**config.mk**
```make
export PLATFORM = sky130hd
export DESIGN_NAME = bitmap_block_allocator
export DESIGN_NICKNAME = d
export VERILOG_FILES = /design/src/rtl/core/bba_pkg.sv /design/src/rtl/core/bba_free_map.sv /design/src/rtl/core/bitmap_block_allocator.sv
export SDC_FILE = /design/constraint.sdc
export NUM_CORES = 1
export LEC_CHECK = 0
export BUFFER_PORTS_ARGS = -buffer_cell sky130_fd_sc_hd__buf_2
export CELL_PAD_IN_SITES_DETAIL_PLACEMENT = 1
export CELL_PAD_IN_SITES_GLOBAL_PLACEMENT = 2
export CORE_ASPECT_RATIO = 1.75
export CORE_MARGIN = 2
export CORE_UTILIZATION = 34
export CTS_CLUSTER_DIAMETER = 150
export DETAILED_ROUTE_END_ITERATION = 16
export PLACE_DENSITY_LB_ADDON = 0.1
export SLEW_MARGIN = 10
export SYNTH_ARGS = -nofsm -noshare
export SYNTH_HDL_FRONTEND = slang
export SYNTH_SLANG_ARGS = --single-unit
```
**constraint.sdc**
```tcl
create_clock -name clk -period 6.6 [get_ports clk]
set_clock_uncertainty 0.05 [all_clocks]
set_input_delay 1.98 -clock clk [delete_from_list [all_inputs] [get_ports clk]]
set_output_delay 1.98 -clock clk [all_outputs]
set_load 0.01 [all_outputs]
```
**src/rtl/core/bba_pkg.sv**
```systemverilog
// ----------------------------------------------------------------------------
// Bitmap block allocator package
// Shared sizes, status codes and the memory port type of the allocator.
// ----------------------------------------------------------------------------
package bba_pkg;

    localparam int MAP_BLOCKS      = 128;
    localparam int MAX_FILE_BLOCKS = 64;
    localparam int BLOCK_BYTES     = 512;

    localparam int MAP_W    = (MAP_BLOCKS > 1) ? $clog2(MAP_BLOCKS) : 1;
    localparam int CNT_W    = $clog2(MAX_FILE_BLOCKS + 1);
    localparam int BB_SHIFT = $clog2(BLOCK_BYTES);
    localparam int SIZE_W   = 16;
    localparam int IDX_W    = 7;
    localparam int LINK_W   = 8;

    localparam logic [LINK_W-1:0] END_OF_CHAIN = LINK_W'(128);

    typedef enum logic [1:0] {
        ST_OK       = 2'd0,
        ST_ZERO     = 2'd1,
        ST_TOO_MANY = 2'd2,
        ST_RAN_OUT  = 2'd3
    } status_t;

    // One write port and one read port of the free map.
    typedef struct packed {
        logic             we;
        logic [MAP_W-1:0] waddr;
        logic             wdata;
        logic [MAP_W-1:0] raddr;
    } map_cmd_t;

    // Block number as carried in the 7-bit index field.
    function automatic logic [IDX_W-1:0] to_index(input logic [MAP_W-1:0] a);
        logic [MAP_W+LINK_W-1:0] t;
        t = {{LINK_W{1'b0}}, a};
        return t[IDX_W-1:0];
    endfunction

    // Block number as carried in the 8-bit link field.
    function automatic logic [LINK_W-1:0] to_link(input logic [MAP_W-1:0] a);
        logic [MAP_W+LINK_W-1:0] t;
        t = {{LINK_W{1'b0}}, a};
        return t[LINK_W-1:0];
    endfunction

endpackage

```
**src/rtl/core/bba_free_map.sv**
```systemverilog
// ----------------------------------------------------------------------------
// Free map memory
// One bit per disk block, one write and one registered read per cycle.
// ----------------------------------------------------------------------------
module bba_free_map (
    input  logic              clk,
    input  bba_pkg::map_cmd_t cmd,
    output logic              rd_data
);

    logic mem [bba_pkg::MAP_BLOCKS];
    logic rd_data_reg;

    always_ff @(posedge clk)
    begin
        if (cmd.we)
        begin
            mem[cmd.waddr] <= cmd.wdata;
        end
        rd_data_reg <= mem[cmd.raddr];
    end

    assign rd_data = rd_data_reg;

endmodule

```
**src/rtl/core/bitmap_block_allocator.sv**
```systemverilog
// ----------------------------------------------------------------------------
// Bitmap block allocator
// Keeps a free-block bitmap and hands out linked block chains for files.
// ----------------------------------------------------------------------------
//
//  Channel   Signals                                          Handshake
//  --------  -----------------------------------------------  ---------------------
//  request   req_type, block_addr, free_flag, file_size       start & !busy
//  result    block_index, chain_next, has_block, last, status  result_valid, 1 cycle
//
// A load request writes one map bit and is acknowledged on the next cycle;
// busy stays low, so loads can follow back to back. An allocate request that
// passes the size checks scans the map one block per cycle through the single
// read port of the free map; busy stays high until the allocate has finished.
// After reset the block runs a clearing pass over every map address that
// marks every block used; busy is high during that pass.
// Results are shown for exactly one cycle and cannot be held off.
// ----------------------------------------------------------------------------
module bitmap_block_allocator (
    input  logic        clk,
    input  logic        rst_n,
    input  logic        start,
    output logic        busy,
    input  logic        req_type,
    input  logic [6:0]  block_addr,
    input  logic        free_flag,
    input  logic [15:0] file_size,
    output logic        result_valid,
    output logic [6:0]  block_index,
    output logic [7:0]  chain_next,
    output logic        has_block,
    output logic        last,
    output logic [1:0]  status
);

    typedef enum logic [1:0] {
        S_CLEAR,
        S_IDLE,
        S_SCAN,
        S_FAIL
    } state_t;

    localparam logic [bba_pkg::MAP_W-1:0] LAST_ADDR =
        bba_pkg::MAP_W'(bba_pkg::MAP_BLOCKS - 1);

    state_t                         state_reg, state_next;
    logic [bba_pkg::MAP_W-1:0]      clr_addr_reg, clr_addr_next;
    logic [bba_pkg::MAP_W-1:0]      scan_addr_reg, scan_addr_next;
    logic [bba_pkg::MAP_W-1:0]      pend_addr_reg, pend_addr_next;
    logic                           pend_reg, pend_next;
    logic                           issue_done_reg, issue_done_next;
    logic [bba_pkg::CNT_W-1:0]      need_reg, need_next;
    logic [bba_pkg::CNT_W-1:0]      taken_reg, taken_next;
    logic [bba_pkg::LINK_W-1:0]     head_reg, head_next;

    logic                           res_valid_reg, res_valid_next;
    logic [bba_pkg::IDX_W-1:0]      res_index_reg, res_index_next;
    logic [bba_pkg::LINK_W-1:0]     res_link_reg, res_link_next;
    logic                           res_has_reg, res_has_next;
    logic                           res_last_reg, res_last_next;
    bba_pkg::status_t               res_status_reg, res_status_next;

    bba_pkg::map_cmd_t              map_cmd;
    logic                           map_rd;

    // Block count of the file: ceil(size / BLOCK_BYTES) by shifting.
    logic [bba_pkg::SIZE_W:0]       size_sum;
    logic [bba_pkg::SIZE_W:0]       need_full;
    // Load address widened so it can be checked against the map size.
    logic [bba_pkg::MAP_W+7:0]      load_addr_ext;
    logic                           load_in_range;
    logic                           hit;
    logic                           hit_done;

    assign size_sum  = {1'b0, file_size}
                     + (bba_pkg::SIZE_W+1)'(bba_pkg::BLOCK_BYTES - 1);
    assign need_full = size_sum >> bba_pkg::BB_SHIFT;

    assign load_addr_ext = {{(bba_pkg::MAP_W+1){1'b0}}, block_addr};
    assign load_in_range = (load_addr_ext < bba_pkg::MAP_BLOCKS);

    // A block read on the previous cycle came back free.
    assign hit      = pend_reg && map_rd;
    assign hit_done = hit && ((taken_reg + 1'b1) == need_reg);

    bba_free_map u_map (
        .clk     (clk),
        .cmd     (map_cmd),
        .rd_data (map_rd)
    );

    always_comb
    begin
        state_next      = state_reg;
        clr_addr_next   = clr_addr_reg;
        scan_addr_next  = scan_addr_reg;
        pend_addr_next  = pend_addr_reg;
        pend_next       = pend_reg;
        issue_done_next = issue_done_reg;
        need_next       = need_reg;
        taken_next      = taken_reg;
        head_next       = head_reg;

        res_valid_next  = 1'b0;
        res_index_next  = '0;
        res_link_next   = bba_pkg::END_OF_CHAIN;
        res_has_next    = 1'b0;
        res_last_next   = 1'b1;
        res_status_next = bba_pkg::ST_OK;

        map_cmd.we    = 1'b0;
        map_cmd.waddr = clr_addr_reg;
        map_cmd.wdata = 1'b0;
        map_cmd.raddr = scan_addr_reg;

        case (state_reg)
            S_CLEAR:
            begin
                // Every block starts out used.
                map_cmd.we    = 1'b1;
                map_cmd.waddr = clr_addr_reg;
                map_cmd.wdata = 1'b0;
                clr_addr_next = clr_addr_reg + 1'b1;
                if (clr_addr_reg == LAST_ADDR)
                begin
                    state_next = S_IDLE;
                end
            end

            S_IDLE:
            begin
                if (start)
                begin
                    res_valid_next = 1'b1;
                    if (!req_type)
                    begin
                        // Load: an address beyond the map is dropped but
                        // still acknowledged.
                        map_cmd.we    = load_in_range;
                        map_cmd.waddr = load_addr_ext[bba_pkg::MAP_W-1:0];
                        map_cmd.wdata = free_flag;
                    end
                    else
                    begin
                        head_next = bba_pkg::END_OF_CHAIN;
                        if (file_size == '0)
                        begin
                            res_status_next = bba_pkg::ST_ZERO;
                        end
                        else if (need_full > (bba_pkg::SIZE_W+1)'(bba_pkg::MAX_FILE_BLOCKS))
                        begin
                            res_status_next = bba_pkg::ST_TOO_MANY;
                        end
                        else
                        begin
                            res_valid_next  = 1'b0;
                            need_next       = need_full[bba_pkg::CNT_W-1:0];
                            taken_next      = '0;
                            scan_addr_next  = '0;
                            pend_next       = 1'b0;
                            issue_done_next = 1'b0;
                            state_next      = S_SCAN;
                        end
                    end
                end
            end

            S_SCAN:
            begin
                // Issue the next read; its data is checked in the next cycle.
                if (!issue_done_reg)
                begin
                    pend_next      = 1'b1;
                    pend_addr_next = scan_addr_reg;
                    if (scan_addr_reg == LAST_ADDR)
                    begin
                        issue_done_next = 1'b1;
                    end
                    else
                    begin
                        scan_addr_next = scan_addr_reg + 1'b1;
                    end
                end
                else
                begin
                    pend_next = 1'b0;
                end

                // Take a free block: clear its bit and link it to the head.
                // The write goes to an address behind every read in flight.
                if (hit)
                begin
                    map_cmd.we      = 1'b1;
                    map_cmd.waddr   = pend_addr_reg;
                    map_cmd.wdata   = 1'b0;
                    res_valid_next  = 1'b1;
                    res_index_next  = bba_pkg::to_index(pend_addr_reg);
                    res_link_next   = head_reg;
                    res_has_next    = 1'b1;
                    res_last_next   = hit_done;
                    head_next       = bba_pkg::to_link(pend_addr_reg);
                    taken_next      = taken_reg + 1'b1;
                end

                if (hit_done)
                begin
                    state_next = S_IDLE;
                end
                else if (pend_reg && (pend_addr_reg == LAST_ADDR))
                begin
                    state_next = S_FAIL;
                end
            end

            S_FAIL:
            begin
                // The map ran out; blocks already taken stay taken.
                res_valid_next  = 1'b1;
                res_status_next = bba_pkg::ST_RAN_OUT;
                state_next      = S_IDLE;
            end

            default:
            begin
                state_next = S_IDLE;
            end
        endcase
    end

    always_ff @(posedge clk or negedge rst_n)
    begin
        if (!rst_n)
        begin
            state_reg      <= S_CLEAR;
            clr_addr_reg   <= '0;
            scan_addr_reg  <= '0;
            pend_addr_reg  <= '0;
            pend_reg       <= 1'b0;
            issue_done_reg <= 1'b0;
            need_reg       <= '0;
            taken_reg      <= '0;
            head_reg       <= bba_pkg::END_OF_CHAIN;
            res_valid_reg  <= 1'b0;
            res_index_reg  <= '0;
            res_link_reg   <= bba_pkg::END_OF_CHAIN;
            res_has_reg    <= 1'b0;
            res_last_reg   <= 1'b0;
            res_status_reg <= bba_pkg::ST_OK;
        end
        else
        begin
            state_reg      <= state_next;
            clr_addr_reg   <= clr_addr_next;
            scan_addr_reg  <= scan_addr_next;
            pend_addr_reg  <= pend_addr_next;
            pend_reg       <= pend_next;
            issue_done_reg <= issue_done_next;
            need_reg       <= need_next;
            taken_reg      <= taken_next;
            head_reg       <= head_next;
            res_valid_reg  <= res_valid_next;
            res_index_reg  <= res_index_next;
            res_link_reg   <= res_link_next;
            res_has_reg    <= res_has_next;
            res_last_reg   <= res_last_next;
            res_status_reg <= res_status_next;
        end
    end

    assign busy         = (state_reg != S_IDLE);
    assign result_valid = res_valid_reg;
    assign block_index  = res_index_reg;
    assign chain_next   = res_link_reg;
    assign has_block    = res_has_reg;
    assign last         = res_last_reg;
    assign status       = res_status_reg;

endmodule

```
After elaboration in Yosys (flattened, before gate mapping)

Memories as Yosys holds them, arrays and structs flattened. A register that Yosys moved wholly into a read port is not among the register bits.
Cells that the tools add are included.

Register bits: 67
Memory bits (writable): 128
Bits of input ports: 28
Output and inout port bits: 21
Word-level logic and storage cells: 109
Memories: 1

Memory list:

| memory    | depth | bits a word | rd ports | clocked after Yosys merged registers in | write ports | line               | text |
|---|---|---|---|---|---|---|---|
| u_map.mem | 128   | 1           | 1        | 1                                       | 1           | bba_free_map.sv:11 | `logic mem [bba_pkg::MAP_BLOCKS];` |

Add/sub/neg operators: 4
Magnitude comparators: 2
Equality and inequality tests: 17
Multiplexer cells: 54
Bitwise operators: 3
Reductions and logical operators: 13

Operator list:

| operator                                                                        | number |
|---|---|
| 7-bit 2-to-1 mux                                                                | 9 |
| 8-bit 2-to-1 mux                                                                | 5 |
| 7-bit case mux with 2 select lines                                              | 2 |
| 9-bit 2-to-1 mux                                                                | 3 |
| 9-bit case mux with 3 select lines                                              | 1 |
| 2-bit 2-to-1 mux                                                                | 11 |
| 7-bit by 1-bit adder with 7-bit output, second input constant                   | 3 |
| 7-bit equality test, second input constant                                      | 3 |
| 16-bit by 9-bit adder with 17-bit output, second input constant                 | 1 |
| 1-bit 2-to-1 mux                                                                | 17 |
| 16-bit logical NOT                                                              | 1 |
| 2-bit != test, second input constant                                            | 8 |
| 8-bit case mux with 2 select lines                                              | 1 |
| 6-bit AND reduction                                                             | 2 |
| 5-bit AND reduction                                                             | 2 |
| 8-bit by 7-bit greater-than comparator with 1-bit output, second input constant | 1 |
| 7-bit by 8-bit < comparator with 1-bit output, second input constant            | 1 |
| 2-bit case mux with 4 select lines                                              | 1 |
| 7-bit equality test                                                             | 1 |
| 7-bit AND reduction                                                             | 1 |
| 2-bit equality test, second input constant                                      | 2 |
| 1-bit case mux with 2 select lines                                              | 2 |
| 2-bit case mux with 2 select lines                                              | 1 |
| 4-bit AND reduction                                                             | 1 |
| other kinds (9)                                                                 | 13 |

Depth between registers and ports, before layout

Gate-level depths: netlist of run 1.

Depth in word-level cells: 7
Mapped depth: 10
Depth with buffers taken out: 8

Hierarchy

A second synthesis of run 1 with hierarchy kept.

Cells, all modules: 716
Area, all modules: 9,066.2 um^2

By module, submodules not included:

| module                 | times used | cells an instance | area each (um^2) | sequential area each (um^2) |
|---|---|---|---|---|
| bba_free_map           | 1          | 395               | 5,719.2          | 3,863.7 |
| bitmap_block_allocator | 1          | 321               | 3,347.0          | 1,679.1 |

Least setup slack after synthesis of run 1

Ideal clock, no wire load.

Kind: input to register
Start point: input req_type
End point: memory u_map.mem[0], data pin
Library setup time: 0.537 ns
Data arrival time: 4.140 ns
Data required time: 6.013 ns
Path slack: 1.873 ns
Stages: 3
Path buffers: 1
Cells stage by stage: and3b_1 clkbuf_1 and3_1

RTL lines:

| item               | line                         | text |
|---|---|---|
| start: declaration | bitmap_block_allocator.sv:24 | `input logic req_type,` |
| end: declaration   | bba_free_map.sv:11           |  |

Worst setup path in the final report of run 1

Start point: input req_type
End point: memory u_map.mem[54], enable pin

Longest elaborated chain between the ends: 5

RTL lines:

| item                                   | line                          | text |
|---|---|---|
| 9-bit 2-to-1 mux *                     | bitmap_block_allocator.sv:135 | `if (!req_type)` |
| 9-bit 2-to-1 mux *                     | bitmap_block_allocator.sv:132 | `if (start)` |
| 9-bit case mux with 3 select lines *   | bitmap_block_allocator.sv:116 | `case (state_reg)` |
| 1-bit 2-to-1 mux                       | bba_free_map.sv:16            | `if (cmd.we)` |
| 1-bit 2-to-1 mux (not written as such) | bba_free_map.sv:18            | `mem[cmd.waddr] <= cmd.wdata;` |

Every way passes the cells marked *; elsewhere a longest branch is shown, timed or not.

==> run summary, run 1 <==
status - complete, no violations
GP Congestion - 0.7634
clock power share - 0.276
most numerous cell in the Yosys netlist - nor2_1
max frequency - 245.8 MHz
vias in the first global route - 6812
Pint - 2.383 mW
ys async rst share - 0.3418
synth cell count leaders - nor2_1 (154), edfxtp_1 (128), dfrtp_1 (65), nand2_1 (55), mux4_2 (32)
Ports - 49
Setup CP Type - in -> reg
CTS tree - done
CP max stage delay - 0.55 ns
syn_nets - 780
Seq cells post-synth - 196
Post-CTS Resized - 0
starting density of the core - 0.3456
HP Class - reg -> reg
Period minus WS final - 4.069 ns
GR Util met2 - 0.3778
synth unique cells - 67
Post-Place Setup Slack - 2.056 ns
Syn Std Cell Area - 9190 sq um
Psw - 1.452 mW
max FFs per register - 128
setup bufs post-CTS - 0
MaxCap Viol Count - 0
CP Launch Type - primary input
Max transition margin - 0.3938
post-route setup TNS - 0 ns
TritonRoute pass-1 iters - 4
leakage power - 3.637 nW
die area - 28410 sq um
vias per cell - 5.412
global route overflow - 0
Root Buffer - clkbuf_16
CP Max Fanout - 13
die extent in x - 128.3 um
R2R Setup Slk - 2.76 ns
post-synthesis sequential area ratio - 0.6031
Gate power share - 0.317
Synth Flop Type - edfxtp_1
met1 usage - 0.1904
RSZ-0062 raised after global routing - false
fin nets - 815
Buf/Inv on CP - 1
Final setup viols - 0
initial antenna violation count - 0
Max VDD drop - 0.0002034 V
Worst Tran Pin Value - 0.9092 ns
Power Total - 3.835 mW
Yosys top cell area share - 0.4182
Worst-path clk slew - 0.08 ns
first-pass GRT wire length - 39.81 mm
CP Data Required Time - 6.70 ns
detailed placement HPWL - 17.79 mm
Num CTS Buffers - 17
layout cells sized above 1 - 0.1869
GR Layer Usage met3 - 0.03016
synth top area cells - edfxtp_1 (42%), dfrtp_1 (18%), mux4_2 (7.8%)
gr busiest metal - met2
Mapped Cells - 744
drt drc - 0
H-tree depth - 4
Critical Path End Type - flop
antenna cells - 0
Non-Filler Instances - 1116
GRT Util Overall - 0.1907
row count - 79
largest area contributor in the netlist - edfxtp_1
number of fillers in the final layout - 2853
delay-heaviest family, CP - simple AND/OR/NAND/NOR gates
Final Slew Violations - 0
Via Count - 6040
remaining antenna violation count - 0
clock buffer depth - 2
Flop pwr share - 0.407
clk_lat worst skew - 0.46 ns
Post-synth EDFFs - 128
Synth warnings - 0
synthesis-to-layout area growth - 12.38%
Inst Count DP - 1084
area of the core - 26590 sq um
Sw Share - 0.3786
final hold vios - 0
Tcrit/Tclk final - 0.6165
Clock Sink Count - 196
Critical Path, Cell by Cell - buf_2 -> and3b_1 -> a22o_1 -> a22oi_1 -> nor2b_1 -> nand2_1 -> nor2_1
drt wl/cell - 22.98 um
Port Buf Inserts - 48
Die Y - 221.5 um
DRT Wirelength - 25.64 mm
Power Dens Cells - 371.4 nW/um^2
Worst EP arrival - 4.17 ns
DRT iter0 DRCs - 241
slowest cell on the critical path - nand2_1
# hold bufs at CTS - 0
largest net degree at the start of global routing - 79
Syn Area/Cell - 12.35 sq um
final setup margin - 2.531 ns
-- worst paths after layout --
| kind | from | end | cells past startpoint |
|---|---|---|---|
| max in group asynchronous | rst_n | scan_addr_reg[0]$_DFFE_PN0P_ | 2 |
| min reg2reg | head_reg[7]$_DFFE_PN1P_ | chain_next[7]$_DFF_PN1_ | 1 |
| max reg2reg | state_reg[0]$_DFFE_PN0P_ | u_map.mem[54]$_DFFE_PP_ | 9 |
| max | req_type | u_map.mem[54]$_DFFE_PP_ | 7 |
| min | head_reg[7]$_DFFE_PN1P_ | chain_next[7]$_DFF_PN1_ | 1 |
| min in group asynchronous | rst_n | clr_addr_reg[4]$_DFFE_PN0P_ | 2 |
-- per-stage QoR --
stage	hold slack, ns	utilization	instance area (sq um)
2_1_floorplan	0.4071	-	9190
3_3_place_gp	0.4327	0.3659	9728
3_5_place_dp	0.4360	0.3659	9728
4_1_cts	0.4494	0.3883	10320
5_1_grt	0.4578	0.3884	10330
6_report	0.4462	0.3884	10330
-- metal layers --
layer | routed length (um) | up-vias
li1 | - | 2795
met1 | 9046 | 3123
met2 | 15270 | 84
met3 | 554 | 38
met4 | 766 | 0
met5 | 0 | -
-- cells in the final DEF, fill, tap and decap left out, drive strengths merged, types with 3 or more instances in the layout --
cell and instances:
nand3 23, and2b 3, mux2i 8, edfxtp 128, a22oi 16, nand4 10
xor2 6, nor3 6, and3 9, a221o 4, nand3b 3, mux2 14
nor4 8, xnor2 14, nor2b 7, a21oi 10, nand2 55, or3 9
o211ai 4, buf 56, clkbuf 20, clkinv 7, ha 8, a31oi 4
and2 18, dfrtp 65, mux4 32, o21ai 22, o31ai 7, nor2 154
inv 19, or2 3, a22o 9
-- area by class of cell --
type                            instances  area, sq um  share of cell area
Inverter                               14        52.55            0.005088
Multi-Input combinational cell        494         3430              0.3321
Clock inverter                         12        106.4             0.01030
Timing Repair Buffer                   56        300.3             0.02908
Tap cell                              324        405.4             0.03925
Sequential cell                       196         5544              0.5368
Clock buffer                           20        489.2             0.04737
-- logic make-up after synthesis --
| family | synth area share |
|---|---|
| AOI/OAI and AO/OA | 0.07720 |
| xor gates and xnor gates | 0.01906 |
| adders and majority gates | 0.01089 |
| buffers and inverters | 0.02491 |
| DFF | 0.6031 |
| muxes | 0.1043 |
| and+or+nand+nor | 0.1605 |
-- power groups by stage --
stage | logic, mW | clock network [mW] | registers, mW
5_1_grt | 1.35 | 1.13 | 1.58
3_5_place_dp | 1.24 | 0 | 1.59
6_report | 1.21 | 1.06 | 1.56
2_1_floorplan | 0.847 | 0 | 1.54
4_1_cts | 1.24 | 1.09 | 1.56
3_3_place_gp | 1.21 | 0 | 1.59
Note: power is estimated with default switching activity, not from simulation.
==> run 2: changes to the inputs <==
==> constraint.sdc (replaced) <==
create_clock -name clk -period 4 [get_ports clk]
set_clock_uncertainty 0.05 [all_clocks]
set_input_delay 1.2 -clock clk [delete_from_list [all_inputs] [get_ports clk]]
set_output_delay 1.2 -clock clk [all_outputs]
set_load 0.01 [all_outputs]
==> run summary, run 2 (synthesized netlist as in run 1, its figures left out) <==
Max VDD drop - 0.0003287 V
layout cells sized above 1 - 0.1950
CP Launch Type - flop
Clock Sink Count - 196
# hold bufs at CTS - 0
detailed placement HPWL - 18.28 mm
final setup margin - 0.7944 ns
Worst EP arrival - 3.31 ns
Pint - 4.005 mW
Critical Path End Type - flop
die area - 28410 sq um
max FFs per register - 128
die extent in x - 128.3 um
CP Max Fanout - 13
final hold vios - 0
multi-input combinational cell area - 3426 sq um
max frequency - 312.0 MHz
Gate power share - 0.316
Ports - 49
leakage power - 3.666 nW
clk_lat worst skew - 0.45 ns
Power Dens Cells - 615.5 nW/um^2
vias per cell - 5.361
Cell Area, Placed - 9813 sq um
Tcrit/Tclk final - 0.8014
synthesis-to-layout area growth - 13.26%
drt wl/cell - 22.98 um
Post-CTS Resized - 0
GRT Util Overall - 0.1921
drt drc - 0
CTS tree - done
initial antenna violation count - 0
area of the core - 26590 sq um
Worst Tran Pin Value - 0.7581 ns
most frequent cells in the layout - nor2_1 (154), edfxtp_1 (128), dfrtp_1 (64), nand2_1 (55), buf_2 (48)
Via Count - 6026
GP Congestion - 0.7904
Root Buffer - clkbuf_16
post-route setup TNS - 0 ns
H-tree depth - 4
largest net degree at the start of global routing - 129
Period minus WS final - 3.206 ns
Post-Place Setup Slack - 0.3239 ns
Flop pwr share - 0.409
fin nets - 823
RSZ-0062 raised after global routing - false
clock power share - 0.275
status - complete, no violations
Final Slew Violations - 0
CP Data Required Time - 4.10 ns
vias in the first global route - 6771
row count - 79
setup bufs post-CTS - 0
Finished Cell Area - 10410 sq um
Final setup viols - 0
Worst-path clk slew - 0.07 ns
starting density of the core - 0.3456
Max transition margin - 0.4946
antenna cells - 0
Die Y - 221.5 um
Setup CP Type - reg -> reg
first-pass GRT wire length - 39.96 mm
remaining antenna violation count - 0
Psw - 2.402 mW
TritonRoute pass-1 iters - 4
HP Class - reg -> reg
MaxCap Viol Count - 0
Num CTS Buffers - 17
DRT iter0 DRCs - 255
Sw Share - 0.3749
DRT Wirelength - 25.83 mm
clock buffer depth - 2
FF+latch area - 5544 sq um
number of fillers in the final layout - 2822
global route overflow - 0
most common cell after layout, fill and taps aside - nor2_1
Port Buf Inserts - 48
[run 2: changes by cell type in the layout (fill, tap and decap cells not counted), sizes merged]
cell / delta
buf: +8
clkinvlp: +4
clkbuf: -3
bufinv: +2
inv: -2
clkinv: -1
[run 2: path summary, 6_finish.rpt]
check,depth (start not counted),slack [ns],from,end
max,8,0.79,state_reg[1]$_DFFE_PN0P_,u_map.mem[94]$_DFFE_PP_
min,1,0.45,clr_addr_reg[5]$_DFFE_PN0P_,clr_addr_reg[5]$_DFFE_PN0P_
max reg2reg,8,0.79,state_reg[1]$_DFFE_PN0P_,u_map.mem[94]$_DFFE_PP_
min reg2reg,1,0.45,clr_addr_reg[5]$_DFFE_PN0P_,clr_addr_reg[5]$_DFFE_PN0P_
max in group asynchronous,2,2.46,rst_n,head_reg[7]$_DFFE_PN1P_
min in group asynchronous,1,0.72,rst_n,need_reg[5]$_DFFE_PN0P_
[run 2: metal layers]
layer  vias to the layer above  routed length (um)  track usage
met5                         -                   0            0
met4                         0                 784      0.08224
met3                        35                 496      0.02872
met2                        79               15260       0.3770
met1                      3105                9293       0.1947
li1                       2807                   -            -
[run 2: worst max-delay path, cell delays in order, from the launching register on]
cell and delay (ns):
dfrtp_1 0.42, inv_1 0.15, ha_1 0.39, inv_1 0.20
o221ai_2 0.38, a22oi_1 0.22, nor2b_1 0.34, nand2_1 0.49
nor2_1 0.27
[run 2: cell type report]
cell class,instances,area share
sequential,196,0.5326
multi-input combinational,494,0.3291
tap,324,0.03895
clock inverter,15,0.01635
inverter,14,0.005049
clock buffer,17,0.04087
timing repair buffer,64,0.03702
[run 2: power by group through the flow]
stage	sequential [mW]	combinational [mW]	clock [mW]
global route	2.66	2.24	1.88
floorplan	2.54	1.40	0
global placement	2.66	2.02	0
detailed placement	2.68	2.07	0
CTS	2.63	2.08	1.82
finish	2.62	2.02	1.76
[run 2: through the flow]
step           cells    util  hold WS [ns]  power [mW]
2_1_floorplan    744       -        0.4071       3.932
3_3_place_gp    1092  0.3691        0.4320       4.684
3_5_place_dp    1092  0.3691        0.4410       4.746
4_1_cts         1124  0.3915        0.4568       6.537
5_1_grt         1124  0.3915        0.4814       6.773
6_report        1124  0.3915        0.4547       6.406
